<file path="config.mk">
export PLATFORM = sky130hd
export DESIGN_NAME = slew_limited_vehicle_kinematics_flat
export DESIGN_NICKNAME = d
export VERILOG_FILES = /design/src/rtl/slvk_pkg.sv /design/src/rtl/slvk_ifs.sv /design/src/rtl/slvk_div.sv /design/src/rtl/slvk_cordic.sv /design/src/rtl/slew_limited_vehicle_kinematics.sv /design/src/flat_wrapper.sv
export SDC_FILE = /design/constraint.sdc
export NUM_CORES = 2
export LEC_CHECK = 0
export BUFFER_PORTS_ARGS = -buffer_cell sky130_fd_sc_hd__buf_4
export CAP_MARGIN = 20
export CORE_MARGIN = 2
export CORE_UTILIZATION = 50
export CTS_BUF_LIST = sky130_fd_sc_hd__clkbuf_8
export DETAILED_ROUTE_END_ITERATION = 8
export PLACE_DENSITY = 0.77
export SYNTH_ARGS = -nofsm -noshare
export SYNTH_HDL_FRONTEND = slang
export SYNTH_SLANG_ARGS = --single-unit
</file>
<file path="constraint.sdc">
create_clock -name clk -period 10.1 [get_ports clk]
set_input_delay 2.02 -clock clk [delete_from_list [all_inputs] [get_ports clk]]
set_output_delay 2.02 -clock clk [all_outputs]
set_load 0.05 [all_outputs]
</file>
<file path="src/rtl/slvk_pkg.sv">
// Shared types, codes and constants for the slew-limited vehicle kinematics block.
// No dependencies; compiled first.
`timescale 1ns / 1ps
`default_nettype none
package slvk_pkg;

	localparam int SLVK_TRIG_BITS = 16;
	localparam int CORDIC_LEN     = 24;
	localparam int DIV_NUM_W      = 17;
	localparam int FREQ_W         = 10;

	localparam logic [19:0] DEPTH_MAX    = 20'd1000000;
	localparam logic [14:0] SPEED_MAX    = 15'd20000;
	localparam logic [15:0] FULL_TURN    = 16'd36000;
	localparam logic [15:0] HALF_TURN    = 16'd18000;
	localparam logic [15:0] QUARTER_TURN = 16'd9000;
	localparam logic [47:0] TICK_MAX     = 48'hFFFF_FFFF_FFFF;

	typedef enum logic [1:0] {
		OP_TICK  = 2'd0,
		OP_CMD   = 2'd1,
		OP_START = 2'd2,
		OP_NONE  = 2'd3
	} opcode_t;

	typedef enum logic [2:0] {
		ST_ACCEPTED  = 3'd0,
		ST_REFUSED   = 3'd1,
		ST_NAV       = 3'd2,
		ST_WENT_IDLE = 3'd3,
		ST_STARTED   = 3'd4,
		ST_IDLE_TICK = 3'd5
	} status_t;

	typedef enum logic [2:0] {
		REG_ACCEL   = 3'd0,
		REG_HEADING = 3'd1,
		REG_DEPTH   = 3'd2,
		REG_FREQ    = 3'd3,
		REG_MISSION = 3'd4
	} reg_idx_t;

	typedef enum logic [3:0] {
		SQ_IDLE,
		SQ_THRESH,
		SQ_CHECK,
		SQ_DIV_DEPTH,
		SQ_DIV_HDG,
		SQ_DIV_SPD,
		SQ_CORDIC,
		SQ_MUL_E,
		SQ_DIV_E,
		SQ_MUL_N,
		SQ_DIV_N,
		SQ_DONE
	} seq_t;

	// arctangent of 2^-i in 1/25600 degree
	function automatic logic signed [23:0] atan_units(input logic [4:0] i);
		logic signed [23:0] r;
		begin
			unique case (i)
				5'd0: r = 24'sd1152000;
				5'd1: r = 24'sd680065;
				5'd2: r = 24'sd359328;
				5'd3: r = 24'sd182400;
				5'd4: r = 24'sd91554;
				5'd5: r = 24'sd45822;
				5'd6: r = 24'sd22916;
				5'd7: r = 24'sd11459;
				5'd8: r = 24'sd5730;
				5'd9: r = 24'sd2865;
				5'd10: r = 24'sd1432;
				5'd11: r = 24'sd716;
				5'd12: r = 24'sd358;
				5'd13: r = 24'sd179;
				5'd14: r = 24'sd90;
				5'd15: r = 24'sd45;
				5'd16: r = 24'sd22;
				5'd17: r = 24'sd11;
				5'd18: r = 24'sd6;
				5'd19: r = 24'sd3;
				5'd20: r = 24'sd1;
				5'd21: r = 24'sd1;
				default: r = 24'sd0;
			endcase
			return r;
		end
	endfunction

endpackage
`default_nettype wire

</file>
<file path="src/rtl/slvk_ifs.sv">
// Valid/ready channel interfaces: command in, report out, register write.
// No dependencies.
`timescale 1ns / 1ps
`default_nettype none
interface slvk_cmd_if;
	logic        valid;
	logic        ready;
	logic [1:0]  opcode;
	logic [19:0] target_depth;
	logic [14:0] target_speed;
	logic [15:0] target_heading;
	modport source (output valid, opcode, target_depth, target_speed, target_heading,
		input ready);
	modport sink (input valid, opcode, target_depth, target_speed, target_heading,
		output ready);
endinterface

interface slvk_rpt_if;
	logic               valid;
	logic               ready;
	logic [2:0]         status;
	logic signed [39:0] pos_east;
	logic signed [39:0] pos_north;
	logic [19:0]        cur_depth;
	logic [15:0]        cur_heading;
	logic [14:0]        cur_speed;
	modport source (output valid, status, pos_east, pos_north, cur_depth, cur_heading,
		cur_speed, input ready);
	modport sink (input valid, status, pos_east, pos_north, cur_depth, cur_heading,
		cur_speed, output ready);
endinterface

interface slvk_cfg_if;
	logic        valid;
	logic        ready;
	logic [2:0]  index;
	logic [30:0] data;
	modport source (output valid, index, data, input ready);
	modport sink (input valid, index, data, output ready);
endinterface
`default_nettype wire

</file>
<file path="src/rtl/slvk_div.sv">
// Restoring radix-2 unsigned divider, one quotient bit per cycle.
// Depends on slvk_pkg.
`timescale 1ns / 1ps
`default_nettype none
module slvk_div import slvk_pkg::*; #(
	parameter int NUM_W = DIV_NUM_W,
	parameter int DEN_W = FREQ_W
) (
	input  wire logic             clk,
	input  wire logic             arst_n,
	input  wire logic             start,
	input  wire logic [NUM_W-1:0] num,
	input  wire logic [DEN_W-1:0] den,
	output logic                  done,
	output logic [NUM_W-1:0]      quo
);
	localparam int CNT_W = $clog2(NUM_W + 1);

	logic             run_q;
	logic             done_q;
	logic [CNT_W-1:0] cnt_q;
	logic [DEN_W-1:0] den_q;
	logic [DEN_W-1:0] rem_q;
	logic [NUM_W-1:0] quo_q;
	logic [DEN_W:0]   trial;
	logic             fits;

	// shift in next dividend bit and try subtracting
	always_comb begin
		trial = {rem_q, quo_q[NUM_W-1]};
		fits  = trial >= {1'b0, den_q};
	end

	always_ff @(posedge clk or negedge arst_n) begin
		if (!arst_n) begin
			run_q  <= 1'b0;
			done_q <= 1'b0;
			cnt_q  <= '0;
		end else begin
			done_q <= 1'b0;
			if (start) begin
				run_q <= 1'b1;
				cnt_q <= '0;
			end else if (run_q) begin
				cnt_q <= cnt_q + 1'b1;
				if (cnt_q == CNT_W'(NUM_W - 1)) begin
					run_q  <= 1'b0;
					done_q <= 1'b1;
				end
			end
		end
	end

	always_ff @(posedge clk) begin
		if (start) begin
			den_q <= den;
			rem_q <= '0;
			quo_q <= num;
		end else if (run_q) begin
			rem_q <= fits ? DEN_W'(trial - {1'b0, den_q}) : trial[DEN_W-1:0];
			quo_q <= {quo_q[NUM_W-2:0], fits};
		end
	end

	assign done = done_q;
	assign quo  = quo_q;
endmodule
`default_nettype wire

</file>
<file path="src/rtl/slvk_cordic.sv">
// Rotation-mode CORDIC giving sin and cos of a compass heading, one iteration per cycle.
// Depends on slvk_pkg (arctangent table, turn constants).
`timescale 1ns / 1ps
`default_nettype none
module slvk_cordic import slvk_pkg::*; #(
	parameter int TRIG_BITS = SLVK_TRIG_BITS
) (
	input  wire logic                  clk,
	input  wire logic                  arst_n,
	input  wire logic                  start,
	input  wire logic [15:0]           hdg,
	output logic                       done,
	output logic signed [TRIG_BITS+2:0] sin_o,
	output logic signed [TRIG_BITS+2:0] cos_o
);
	localparam int XW = TRIG_BITS + 3;
	localparam int NIT = (TRIG_BITS < CORDIC_LEN) ? TRIG_BITS : CORDIC_LEN;
	localparam logic [63:0] X0_WIDE =
		(64'd2608131496 + (64'd1 << (31 - TRIG_BITS))) >> (32 - TRIG_BITS);

	logic                 run_q;
	logic                 done_q;
	logic [4:0]           cnt_q;
	logic [1:0]           quad_q;
	logic signed [XW-1:0] x_q;
	logic signed [XW-1:0] y_q;
	logic signed [23:0]   z_q;
	logic [1:0]           quad;
	logic [15:0]          rem;
	logic signed [XW-1:0] dx;
	logic signed [XW-1:0] dy;
	logic signed [23:0]   at;

	// quadrant split of the heading
	always_comb begin
		if (hdg >= 16'(3 * QUARTER_TURN)) begin
			quad = 2'd3;
			rem  = hdg - 16'(3 * QUARTER_TURN);
		end else if (hdg >= HALF_TURN) begin
			quad = 2'd2;
			rem  = hdg - HALF_TURN;
		end else if (hdg >= QUARTER_TURN) begin
			quad = 2'd1;
			rem  = hdg - QUARTER_TURN;
		end else begin
			quad = 2'd0;
			rem  = hdg;
		end
		dx = y_q >>> cnt_q;
		dy = x_q >>> cnt_q;
		at = atan_units(cnt_q);
	end

	always_ff @(posedge clk or negedge arst_n) begin
		if (!arst_n) begin
			run_q  <= 1'b0;
			done_q <= 1'b0;
			cnt_q  <= '0;
			quad_q <= '0;
		end else begin
			done_q <= 1'b0;
			if (start) begin
				run_q  <= 1'b1;
				cnt_q  <= '0;
				quad_q <= quad;
			end else if (run_q) begin
				cnt_q <= cnt_q + 1'b1;
				if (cnt_q == 5'(NIT - 1)) begin
					run_q  <= 1'b0;
					done_q <= 1'b1;
				end
			end
		end
	end

	// micro-rotation datapath
	always_ff @(posedge clk) begin
		if (start) begin
			x_q <= X0_WIDE[XW-1:0];
			y_q <= '0;
			// remainder stays below a quarter turn, so the top bit is clear
			z_q <= $signed({rem, 8'd0});
		end else if (run_q) begin
			if (z_q >= 0) begin
				x_q <= x_q - dx;
				y_q <= y_q + dy;
				z_q <= z_q - at;
			end else begin
				x_q <= x_q + dx;
				y_q <= y_q - dy;
				z_q <= z_q + at;
			end
		end
	end

	// quadrant fold-back
	always_comb begin
		unique case (quad_q)
			2'd0: begin sin_o = y_q;  cos_o = x_q;  end
			2'd1: begin sin_o = x_q;  cos_o = -y_q; end
			2'd2: begin sin_o = -y_q; cos_o = -x_q; end
			default: begin sin_o = -x_q; cos_o = y_q; end
		endcase
	end

	assign done = done_q;
endmodule
`default_nettype wire

</file>
<file path="src/rtl/slew_limited_vehicle_kinematics.sv">
// Slew-limited vehicle kinematics: top level with sequencer and state registers.
// Depends on slvk_pkg, slvk_ifs, slvk_div, slvk_cordic.
// Command, start and unarmed tick: report via the DONE state and the report register.
// Expiring tick: THRESH and CHECK first. Moving tick: five divider runs and the CORDIC;
// no new command is taken until the sequencer is back in IDLE. Opcode three: no report.
// Reset: asynchronous, clears vehicle and sequencer state, loads the register defaults.
`timescale 1ns / 1ps
`default_nettype none
module slew_limited_vehicle_kinematics import slvk_pkg::*; #(
	parameter int TRIG_BITS = SLVK_TRIG_BITS
) (
	input wire logic clk,
	input wire logic arst_n,
	slvk_cmd_if.sink   cmd,
	slvk_rpt_if.source rpt,
	slvk_cfg_if.sink   cfg
);
	localparam int XW = TRIG_BITS + 3;
	localparam int PW = XW + 16;

	seq_t state_q, state_d;

	logic [13:0] accel_rate_q, depth_rate_q;
	logic [15:0] heading_rate_q;
	logic [9:0]  tick_frequency_q;
	logic [30:0] mission_seconds_q;

	logic signed [39:0] east_q, north_q;
	logic [19:0] depth_q, depth_goal_q;
	logic [14:0] speed_q, speed_goal_q;
	logic [15:0] heading_q, heading_goal_q;
	logic [47:0] tick_q;
	logic        active_q;
	logic [2:0]  status_q;
	logic [41:0] thr_q;
	logic signed [PW-1:0] prod_q;

	logic               out_valid_q;
	logic [2:0]         out_status_q;
	logic signed [39:0] out_east_q, out_north_q;
	logic [19:0]        out_depth_q;
	logic [15:0]        out_heading_q;
	logic [14:0]        out_speed_q;

	logic [9:0]           fe;
	logic                 div_run_q, div_start, div_done;
	logic [DIV_NUM_W-1:0] div_num, div_quo;
	logic                 cor_run_q, cor_start, cor_done;
	logic signed [XW-1:0] sin_v, cos_v;
	logic                 accept, out_free, is_div;
	logic [PW-1:0]        abs_p;
	logic signed [39:0]   delta;
	logic signed [17:0]   hd, hs, nh;

	function automatic logic [19:0] approach(input logic [19:0] now, input logic [19:0] goal,
		input logic [DIV_NUM_W-1:0] step);
		logic [19:0] st;
		begin
			st = 20'(step);
			if (now > goal)
				return ((now - goal) > st) ? now - st : goal;
			return ((goal - now) > st) ? now + st : goal;
		end
	endfunction

	assign fe        = (tick_frequency_q == '0) ? 10'd1 : tick_frequency_q;
	assign accept    = cmd.valid && cmd.ready;
	assign out_free  = !out_valid_q || rpt.ready;
	assign cmd.ready = (state_q == SQ_IDLE);
	assign cfg.ready = 1'b1;
	assign is_div    = (state_q == SQ_DIV_DEPTH) || (state_q == SQ_DIV_HDG) ||
		(state_q == SQ_DIV_SPD) || (state_q == SQ_DIV_E) || (state_q == SQ_DIV_N);
	assign div_start = is_div && !div_run_q;
	assign cor_start = (state_q == SQ_CORDIC) && !cor_run_q;

	// divider operand select and position delta
	always_comb begin
		abs_p = prod_q[PW-1] ? PW'(-prod_q) : PW'(prod_q);
		unique case (state_q)
			SQ_DIV_DEPTH: div_num = DIV_NUM_W'(depth_rate_q);
			SQ_DIV_HDG:   div_num = DIV_NUM_W'(heading_rate_q);
			SQ_DIV_SPD:   div_num = DIV_NUM_W'(accel_rate_q);
			default:      div_num = DIV_NUM_W'(abs_p >> TRIG_BITS);
		endcase
		delta = prod_q[PW-1] ? -$signed(40'(div_quo)) : $signed(40'(div_quo));
	end

	// heading step, shorter way round
	always_comb begin
		hd = $signed({2'b00, heading_goal_q}) - $signed({2'b00, heading_q});
		if (hd <= -$signed({2'b00, HALF_TURN}))
			hd = hd + $signed({2'b00, FULL_TURN});
		else if (hd > $signed({2'b00, HALF_TURN}))
			hd = hd - $signed({2'b00, FULL_TURN});
		hs = $signed({1'b0, div_quo});
		if (hd > hs)
			hd = hs;
		else if (hd < -hs)
			hd = -hs;
		nh = $signed({2'b00, heading_q}) + hd;
		if (nh < 0)
			nh = nh + $signed({2'b00, FULL_TURN});
		else if (nh >= $signed({2'b00, FULL_TURN}))
			nh = nh - $signed({2'b00, FULL_TURN});
	end

	slvk_div #(.NUM_W(DIV_NUM_W), .DEN_W(FREQ_W)) u_div (
		.clk(clk), .arst_n(arst_n), .start(div_start), .num(div_num), .den(fe),
		.done(div_done), .quo(div_quo)
	);

	slvk_cordic #(.TRIG_BITS(TRIG_BITS)) u_cordic (
		.clk(clk), .arst_n(arst_n), .start(cor_start), .hdg(heading_q),
		.done(cor_done), .sin_o(sin_v), .cos_o(cos_v)
	);

	// sequencer state
	always_ff @(posedge clk or negedge arst_n) begin
		if (!arst_n)
			state_q <= SQ_IDLE;
		else
			state_q <= state_d;
	end

	always_comb begin
		state_d = state_q;
		unique case (state_q)
			SQ_IDLE: begin
				if (accept) begin
					unique case (opcode_t'(cmd.opcode))
						OP_TICK:  state_d = active_q ? SQ_THRESH : SQ_DONE;
						OP_CMD:   state_d = SQ_DONE;
						OP_START: state_d = SQ_DONE;
						default:  state_d = SQ_IDLE;
					endcase
				end
			end
			SQ_THRESH: state_d = SQ_CHECK;
			SQ_CHECK: begin
				if (mission_seconds_q != '0 && tick_q >= 48'(thr_q))
					state_d = SQ_DONE;
				else
					state_d = SQ_DIV_DEPTH;
			end
			SQ_DIV_DEPTH: if (div_done && div_run_q) state_d = SQ_DIV_HDG;
			SQ_DIV_HDG:   if (div_done && div_run_q) state_d = SQ_DIV_SPD;
			SQ_DIV_SPD:   if (div_done && div_run_q) state_d = SQ_CORDIC;
			SQ_CORDIC:    if (cor_done && cor_run_q) state_d = SQ_MUL_E;
			SQ_MUL_E:     state_d = SQ_DIV_E;
			SQ_DIV_E:     if (div_done && div_run_q) state_d = SQ_MUL_N;
			SQ_MUL_N:     state_d = SQ_DIV_N;
			SQ_DIV_N:     if (div_done && div_run_q) state_d = SQ_DONE;
			SQ_DONE:      if (out_free) state_d = SQ_IDLE;
			default:      state_d = SQ_IDLE;
		endcase
	end

	// unit handshake flags
	always_ff @(posedge clk or negedge arst_n) begin
		if (!arst_n) begin
			div_run_q <= 1'b0;
			cor_run_q <= 1'b0;
		end else begin
			if (div_start)
				div_run_q <= 1'b1;
			else if (div_done)
				div_run_q <= 1'b0;
			if (cor_start)
				cor_run_q <= 1'b1;
			else if (cor_done)
				cor_run_q <= 1'b0;
		end
	end

	// registers and vehicle state
	always_ff @(posedge clk or negedge arst_n) begin
		if (!arst_n) begin
			accel_rate_q      <= 14'd500;
			heading_rate_q    <= 16'd4500;
			depth_rate_q      <= 14'd2000;
			tick_frequency_q  <= 10'd10;
			mission_seconds_q <= '0;
			east_q         <= '0;
			north_q        <= '0;
			depth_q        <= '0;
			speed_q        <= '0;
			heading_q      <= '0;
			depth_goal_q   <= '0;
			speed_goal_q   <= '0;
			heading_goal_q <= '0;
			tick_q         <= '0;
			active_q       <= 1'b0;
			status_q       <= ST_ACCEPTED;
			out_valid_q    <= 1'b0;
		end else begin
			if (cfg.valid && cfg.ready) begin
				unique case (cfg.index)
					REG_ACCEL:   accel_rate_q      <= cfg.data[13:0];
					REG_HEADING: heading_rate_q    <= cfg.data[15:0];
					REG_DEPTH:   depth_rate_q      <= cfg.data[13:0];
					REG_FREQ:    tick_frequency_q  <= cfg.data[9:0];
					REG_MISSION: mission_seconds_q <= cfg.data;
					default: ;
				endcase
			end

			// report valid: set on leaving DONE, cleared when the beat is taken
			if (state_q == SQ_DONE && out_free)
				out_valid_q <= 1'b1;
			else if (rpt.valid && rpt.ready)
				out_valid_q <= 1'b0;

			unique case (state_q)
				SQ_IDLE: begin
					if (accept) begin
						unique case (opcode_t'(cmd.opcode))
							OP_TICK: begin
								if (tick_q != TICK_MAX)
									tick_q <= tick_q + 1'b1;
								status_q <= ST_IDLE_TICK;
							end
							OP_CMD: begin
								if (active_q) begin
									depth_goal_q <= (cmd.target_depth > DEPTH_MAX) ?
										DEPTH_MAX : cmd.target_depth;
									speed_goal_q <= (cmd.target_speed > SPEED_MAX) ?
										SPEED_MAX : cmd.target_speed;
									heading_goal_q <= (cmd.target_heading >= FULL_TURN) ?
										cmd.target_heading - FULL_TURN : cmd.target_heading;
									status_q <= ST_ACCEPTED;
								end else begin
									status_q <= ST_REFUSED;
								end
							end
							OP_START: begin
								active_q <= 1'b1;
								tick_q   <= '0;
								status_q <= ST_STARTED;
							end
							default: ;
						endcase
					end
				end
				SQ_CHECK: begin
					if (mission_seconds_q != '0 && tick_q >= 48'(thr_q)) begin
						active_q <= 1'b0;
						status_q <= ST_WENT_IDLE;
					end else begin
						status_q <= ST_NAV;
					end
				end
				SQ_DIV_DEPTH: if (div_done && div_run_q)
					depth_q <= approach(depth_q, depth_goal_q, div_quo);
				SQ_DIV_HDG: if (div_done && div_run_q)
					heading_q <= nh[15:0];
				SQ_DIV_SPD: if (div_done && div_run_q)
					speed_q <= 15'(approach(20'(speed_q), 20'(speed_goal_q), div_quo));
				SQ_DIV_E: if (div_done && div_run_q)
					east_q <= east_q + delta;
				SQ_DIV_N: if (div_done && div_run_q)
					north_q <= north_q + delta;
				default: ;
			endcase
		end
	end

	// threshold, products and report payload
	always_ff @(posedge clk) begin
		// (mission_seconds + 1) * f, full width
		if (state_q == SQ_THRESH)
			thr_q <= 42'(mission_seconds_q) * 42'(fe) + 42'(fe);
		if (state_q == SQ_MUL_E)
			prod_q <= PW'($signed({1'b0, speed_q}) * sin_v);
		if (state_q == SQ_MUL_N)
			prod_q <= PW'($signed({1'b0, speed_q}) * cos_v);
		if (state_q == SQ_DONE && out_free) begin
			out_status_q  <= status_q;
			out_east_q    <= east_q;
			out_north_q   <= north_q;
			out_depth_q   <= depth_q;
			out_heading_q <= heading_q;
			out_speed_q   <= speed_q;
		end
	end

	assign rpt.valid       = out_valid_q;
	assign rpt.status      = out_status_q;
	assign rpt.pos_east    = out_east_q;
	assign rpt.pos_north   = out_north_q;
	assign rpt.cur_depth   = out_depth_q;
	assign rpt.cur_heading = out_heading_q;
	assign rpt.cur_speed   = out_speed_q;
endmodule
`default_nettype wire
</file>
<file path="src/flat_wrapper.sv">
// flat-port wrapper written by rule: the top's interface ports become plain ports
module slew_limited_vehicle_kinematics_flat import slvk_pkg::*;
#(
	parameter int TRIG_BITS = SLVK_TRIG_BITS
)
  (clk, arst_n, cmd_valid, cmd_opcode, cmd_target_depth, cmd_target_speed, cmd_target_heading, cmd_ready, rpt_valid, rpt_status, rpt_pos_east, rpt_pos_north, rpt_cur_depth, rpt_cur_heading, rpt_cur_speed, rpt_ready, cfg_valid, cfg_index, cfg_data, cfg_ready);
  slvk_cmd_if cmd_i ();
  slvk_rpt_if rpt_i ();
  slvk_cfg_if cfg_i ();
  input wire logic clk;
  input wire logic arst_n;
  input wire logic [$bits(cmd_i.valid)-1:0] cmd_valid;
  input wire logic [$bits(cmd_i.opcode)-1:0] cmd_opcode;
  input wire logic [$bits(cmd_i.target_depth)-1:0] cmd_target_depth;
  input wire logic [$bits(cmd_i.target_speed)-1:0] cmd_target_speed;
  input wire logic [$bits(cmd_i.target_heading)-1:0] cmd_target_heading;
  output wire logic [$bits(cmd_i.ready)-1:0] cmd_ready;
  output wire logic [$bits(rpt_i.valid)-1:0] rpt_valid;
  output wire logic [$bits(rpt_i.status)-1:0] rpt_status;
  output wire logic [$bits(rpt_i.pos_east)-1:0] rpt_pos_east;
  output wire logic [$bits(rpt_i.pos_north)-1:0] rpt_pos_north;
  output wire logic [$bits(rpt_i.cur_depth)-1:0] rpt_cur_depth;
  output wire logic [$bits(rpt_i.cur_heading)-1:0] rpt_cur_heading;
  output wire logic [$bits(rpt_i.cur_speed)-1:0] rpt_cur_speed;
  input wire logic [$bits(rpt_i.ready)-1:0] rpt_ready;
  input wire logic [$bits(cfg_i.valid)-1:0] cfg_valid;
  input wire logic [$bits(cfg_i.index)-1:0] cfg_index;
  input wire logic [$bits(cfg_i.data)-1:0] cfg_data;
  output wire logic [$bits(cfg_i.ready)-1:0] cfg_ready;
  assign cmd_i.valid = cmd_valid;
  assign cmd_i.opcode = cmd_opcode;
  assign cmd_i.target_depth = cmd_target_depth;
  assign cmd_i.target_speed = cmd_target_speed;
  assign cmd_i.target_heading = cmd_target_heading;
  assign cmd_ready = cmd_i.ready;
  assign rpt_valid = rpt_i.valid;
  assign rpt_status = rpt_i.status;
  assign rpt_pos_east = rpt_i.pos_east;
  assign rpt_pos_north = rpt_i.pos_north;
  assign rpt_cur_depth = rpt_i.cur_depth;
  assign rpt_cur_heading = rpt_i.cur_heading;
  assign rpt_cur_speed = rpt_i.cur_speed;
  assign rpt_i.ready = rpt_ready;
  assign cfg_i.valid = cfg_valid;
  assign cfg_i.index = cfg_index;
  assign cfg_i.data = cfg_data;
  assign cfg_ready = cfg_i.ready;
  slew_limited_vehicle_kinematics #(.TRIG_BITS(TRIG_BITS)) u_core (.clk(clk), .arst_n(arst_n), .cmd(cmd_i), .rpt(rpt_i), .cfg(cfg_i));
endmodule
</file>
* Yosys cells after proc, flatten, opt, wreduce, memory -nomap -nowiden
Memories as Yosys holds them, arrays and structs flattened. Cells that the tools add are included.
Word-level totals: word-level logic and storage cells 275, input bits 92, memory bits (read-only) 672, memories 1, output and inout port bits 137, register bits 652
Cells by class: shift operators 2, reduce and logical (&&, ||, !) cells 46, mux-type cells 90, order comparisons 21, add/subtract/negate cells 36, equal/unequal tests 34, multiply operators 3
Memory list:
- (name not given) | depth 32, width 21, rd ports 1, clocked after memory_dff 0, write ports 0, line slvk_pkg.sv:62 | unique case (i)
Operators by type and width (count):
- 19-bit case mux with 3 select lines | 2
- 20-bit 2-to-1 mux | 5
- 16-bit 2-to-1 mux | 6
- 48-bit case mux with 2 select lines | 1
- 40-bit adder | 2
- 20-bit by 17-bit > comparator with 1-bit output | 4
- 15-bit 2-to-1 mux | 5
- 18-bit 2-to-1 mux | 4
- 24-bit 2-to-1 mux | 3
- 16-bit by 19-bit multiplier with 35-bit output | 2
- 35-bit 2-to-1 mux | 2
- 17-bit case mux with 3 select lines | 1
- 48-bit by 1-bit adder with 48-bit output, second input constant | 1
- 48-bit by 42-bit greater-or-equal comparator with 1-bit output | 1
- 48-bit 2-to-1 mux | 1
- 48-bit != test, second input constant | 1
- 4-bit case mux with 12 select lines | 1
- 41-bit by 10-bit adder with 42-bit output | 1
- 31-bit by 10-bit multiplier with 41-bit output | 1
- 4-bit 2-to-1 mux | 10
- 40-bit 2-to-1 mux | 1
- 17-bit negator with 40-bit output | 1
- 20-bit subtractor | 2
- 19-bit adder | 2
- other kinds (77) | 172

* Longest topological paths before layout
depth in word-level cells 11, gate-level depth with buffers 50

* Hierarchy
Synthesis repeated with hierarchy kept, for this count alone.
Unflattened totals: cell total of the unflattened synthesis 9035, area, all modules 81608.3 sq um
By module, submodules not included:
- slew_limited_vehicle_kinematics | area each 68231.7 sq um, seq. area each 14487.6 sq um, times used 1, cells each 7403
- slvk_cordic | area each 11080.6 sq um, seq. area each 1626.6 sq um, times used 1, cells each 1439
- slvk_div | area each 2296.0 sq um, seq. area each 1186.1 sq um, times used 1, cells each 193

* Least setup slack after synthesis
No wires, ideal clock.
path kind register -> register, start point reg u_core.u_cordic.y_q[2], end point reg u_core.prod_q[34], data pin, stages on the path, launching flop included 37, clock period less this slack 9.409 ns, path buffers 2, path slack 0.691 ns, setup time 0.270 ns, required time 9.830 ns, arrival 9.139 ns, path through dfxtp_1 buf_6 or3_1 or3_1 or3_1 or3_1 or3_1 or3_1 or3_4 nand2_1 xnor2_1 o21ai_0 clkbuf_1 nand2_1 fa_1 inv_1 fa_1 inv_1 fa_1 fa_1 fa_1 inv_1 fa_1 ha_1 o21a_1 o21ai_0 o31a_1 o41ai_1 o31ai_1 a31oi_1 nand4_1 a21boi_1 o21a_1 or4_1 a31oi_1 xnor2_1 mux2i_1
On the way: cells in the longest elaborated chain, start to end 5, elaborated cells on any way between the ends 7, those cells by class add/sub: 1; mul: 2; mux: 4
RTL lines:
- from (decl) | line slvk_cordic.sv:26 | logic signed [XW-1:0] y_q;
- from (signal assigned) | line slvk_cordic.sv:86 | y_q <= y_q + dy;
- from (signal assigned) | line slvk_cordic.sv:90 | y_q <= y_q - dy;
- 19-bit negator | line slvk_cordic.sv:100, slvk_cordic.sv:101
- 19-bit case mux with 3 select lines | line slvk_cordic.sv:98 | unique case (quad_q)
- 16-bit by 19-bit multiplier with 35-bit output | line slew_limited_vehicle_kinematics.sv:273 | prod_q <= PW'($signed({1'b0, speed_q}) * sin_v);
- 35-bit 2-to-1 mux | line slew_limited_vehicle_kinematics.sv:272 | if (state_q == SQ_MUL_E)
- 35-bit 2-to-1 mux (*) | line slew_limited_vehicle_kinematics.sv:274 | if (state_q == SQ_MUL_N)
- to (signal assigned) | line slew_limited_vehicle_kinematics.sv:273
- to (signal assigned) | line slew_limited_vehicle_kinematics.sv:275 | prod_q <= PW'($signed({1'b0, speed_q}) * cos_v);
- to (decl) | line slew_limited_vehicle_kinematics.sv:36 | logic signed [PW-1:0] prod_q;
Every way passes the cells marked *; elsewhere a longest branch is shown, timed or not. The select of a mux whose other input is x is not followed. A chain may end at the register's enable or synchronous reset.

* Worst setup path in the final report
start point reg u_core.u_cordic.y_q[0], end point reg u_core.prod_q[34], data pin
Same word-level chain as after synthesis.

==> results.md <==
- Period utilization: 96.1%
- # DRC: 0
- Main combinational cell family by area after synthesis: adder cells
- Fin. Hold Viols: 0
- Tmin final: 9.70 ns
- Fillers: 14200
- Reg2reg end: u_core.prod_q[34]
- Initial DRC Count: 5109
- Largest net degree at the start of global routing: 145
- GP Congestion: 0.955
- Synth cell count leaders: 1221 x inv_1, 1146 x nand2_1, 827 x fa_1
- CP Capture Type: register
- Most common cell in the netlist: inv_1
- Initial antenna violation count: 15
- Root Buffer: clkbuf_8
- Die ar.: 164000 um2
- Final setup fails: 0
- CP max FO: 7
- Status: finished, final reports clean
- CTS Buf Count: 116
- FF+latch count, synth: 651
- CP required: 10.69 ns
- Clock-pin slew on the worst setup and hold paths: 0.06 ns
- Vias in the first global route: 67500
- Share of the synthesized area in the top cell type: 20.6%
- Clk Latency, worst-skew pair: 0.93 ns
- Synth warn: 0
- Post-Syn Nets: 10700
- Hold_sp: u_core.status_q[2]
- Post-synthesis compound-gate area fraction: 13.9%
- Max-slew headroom: 22.2%
- Global-route wire length before repair: 364000 um
- Area contributors post-synth: fa_1 21%, ha_1 12%, dfrtp_1 10%
- MaxCap Viol Count: 0
- Drt via density: 5.82
- F_max: 103 MHz
- R2R setup slack: 0.40 ns
- Syn Std Cell Area: 80300 um2
- Hold Crit Class: reg2reg
- Asr flop ratio synth: 52.5%
- CTS tree: done
- Clk_skew: 0.0995 ns
- Critical R2R Launch: u_core.u_cordic.y_q[0]
- RSZ-0062 raised after global routing: yes
- CP Launch Type: register
- I/O pins: 229
- WL per Instance: 20.0 um
- Post-Synthesis Cells: 9061
- Simple-gate area share of the yosys netlist: 15.2%
- Clock H-tree levels: 3
- Post-DRT Antenna Nets: 0
- Clock buffer depth: 3
- XOR/XNOR Fraction of Synth Area: 5.88%
- Ys flop type: dfrtp_1
- Post-synth EDFFs: 253
- Detailed-route via count: 66100
- Post-synthesis mux area share: 3.25%
- Syn-to-layout area delta: 8.74%
- Worst slew pin tran: 1.16 ns
- Seq/Total Area, Yosys: 21.5%
- Share of post-route cells with drive strength above 1: 9.59%
- Synth cell types: 106
- Fin Hold WS: 0.417 ns
- Crit Path Class: reg2reg
- CP max-delay cell: mux4_2
- DP HPWL: 176000 um
- GRT Total Usage: 27.8%
- WL final: 227000 um
- FP Rows: 147
- Overflow after GRT: 0
- Critical Path AT: 10.29 ns
- Final #Nets: 10900
- Die height: 405 um
- Synth area leader: fa_1
- Hold Crit Endpoint: u_core.rpt.status[2]
- Hold Path Depth: 0
- Avg Cell Area, Syn: 8.87 um2
- Port bufs: 227
- DR pass1 iterations: 8
- Reg2Reg Depth: 34
- Max-slew violations: 0
- Pre-CTS setup slack: -0.0818 ns
- Slowest Stage Delay on Critical Path: 0.65 ns
- Post-Synth Adder-Cell Area: 32.4%
- Starting Density: 50.2%
- Sink count of the clock tree: 651
- Core Area: 160000 um2
- Width of the die: 405 um
- Worst setup margin: 0.399 ns
## flip-flops by register name, summed over array words and instances (netlist names), 24 cells and up
signal,count
u_core.north_q,40
u_core.mission_seconds_q,31
u_core.east_q,40
u_core.thr_q,42
u_core.rpt.pos_east,40
u_core.rpt.pos_north,40
u_core.tick_q,48
u_core.u_cordic.z_q,24
u_core.prod_q,34
## how the worst max path moves through the flow
stage | from | endpoint | slack [ns] | cells after the start
final | u_core.u_cordic.y_q[0] | u_core.prod_q[34] | 0.40 | 34
after global routing | u_core.u_cordic.y_q[0] | u_core.prod_q[34] | -0.05 | 36
after CTS | u_core.u_cordic.y_q[0] | u_core.prod_q[34] | 0.004 | 34
after detailed placement | u_core.u_cordic.y_q[0] | u_core.prod_q[34] | -0.08 | 36
after global placement | u_core.u_cordic.y_q[0] | u_core.prod_q[34] | 0.17 | 34
after floorplan | u_core.u_cordic.y_q[2] | u_core.prod_q[34] | 0.69 | 36
## kinds of logic after synthesis
family | after synthesis
other | 1
XOR/XNOR | 537
flip-flops | 651
AO/OA/AOI/OAI | 1776
adder cells (fa/ha/maj) | 1586
AND/OR/NAND/NOR | 2654
buffers and inverters | 1645
multiplexers | 211
## worst max-delay path: cells and delay by family, from the launching register on
kind / cells / cell delay (ns)
adder cells (fa/ha/maj): 8 / 3.55
buffers and inverters: 3 / 0.17
XOR/XNOR: 2 / 0.24
AO/OA/AOI/OAI: 8 / 1.27
AND/OR/NAND/NOR: 11 / 3.07
flip-flops: 1 / 0.34
multiplexers: 2 / 0.74
## stage by stage
step | cells | cell area [um2] | setup TNS (ns) | util, %
after floorplan | 9061 | 80300 | 0 | -
after global placement | 11100 | 84500 | 0 | 52.8
after detailed placement | 11100 | 84500 | -0.0818 | 52.8
after CTS | 11400 | 87000 | 0 | 54.4
after global routing | 11400 | 87300 | -0.0508 | 54.6
final | 11400 | 87400 | 0 | 54.6
## layout make-up
class | instances | area, um2 | area share [%]
flip-flops and latches | 651 | 17300 | 19.8
clock inverters | 87 | 721 | 0.825
multi-input cells | 6765 | 57100 | 65.3
well taps | 2086 | 2610 | 2.99
clock buffers | 133 | 1830 | 2.10
repair buffers | 418 | 3190 | 3.65
inverters | 1228 | 4610 | 5.28
diodes | 7 | 17.5 | 0.0201
## layout by cell type (no fill, tap or decap), types with 25 or more instances in the layout
cell type,netlist,layout
fa_1,827,825
nor2b_1,93,92
ha_1,759,755
or3_1,50,40
nand4_1,59,59
and3_1,44,44
o21ai_1,21,31
edfxtp_1,253,253
a211oi_1,64,63
xnor2_1,352,350
and2_1,298,295
mux2_2,107,107
xor2_1,182,182
mux4_2,29,29
o31ai_1,54,53
a21boi_0,34,34
dfxtp_1,56,56
nand2b_1,85,85
a21oi_1,488,483
a21o_1,140,139
nand2_1,1146,1143
nor4_1,33,33
o21a_1,64,64
dfrtp_1,323,317
nor3_1,117,111
inv_1,1221,1247
clkinv_2,0,28
buf_4,5,412
clkbuf_8,0,133
nand3_1,107,106
nor2_1,545,542
o21bai_1,76,76
o21ai_0,500,487
mux2i_1,75,74
o22ai_1,25,25
a31oi_1,50,48
## routing by layer
metal	up-vias	share of wire (%)	global-route usage [%]
met3	614	7.5	4.37
met5	-	0.036	0
met1	32600	40	35.6
met2	2633	47	45.7
li1	30300	-	-
met4	12	5.6	14.3
## timing repair
| item | in CTS | in global routing |
|---|---|---|
| pin swaps | 0 | 8 |
| gates resized for setup | 2 | 41 |
| hold buffers | 0 | 0 |
| endpoints found under the setup margin | 1 | 19 |
| buffers inserted | 0 | 10 |
| endpoints found under the hold margin | 0 | 0 |
Power is not shown: default switching activity piles up to over one toggle a cycle in this logic, so the estimate is an artifact.
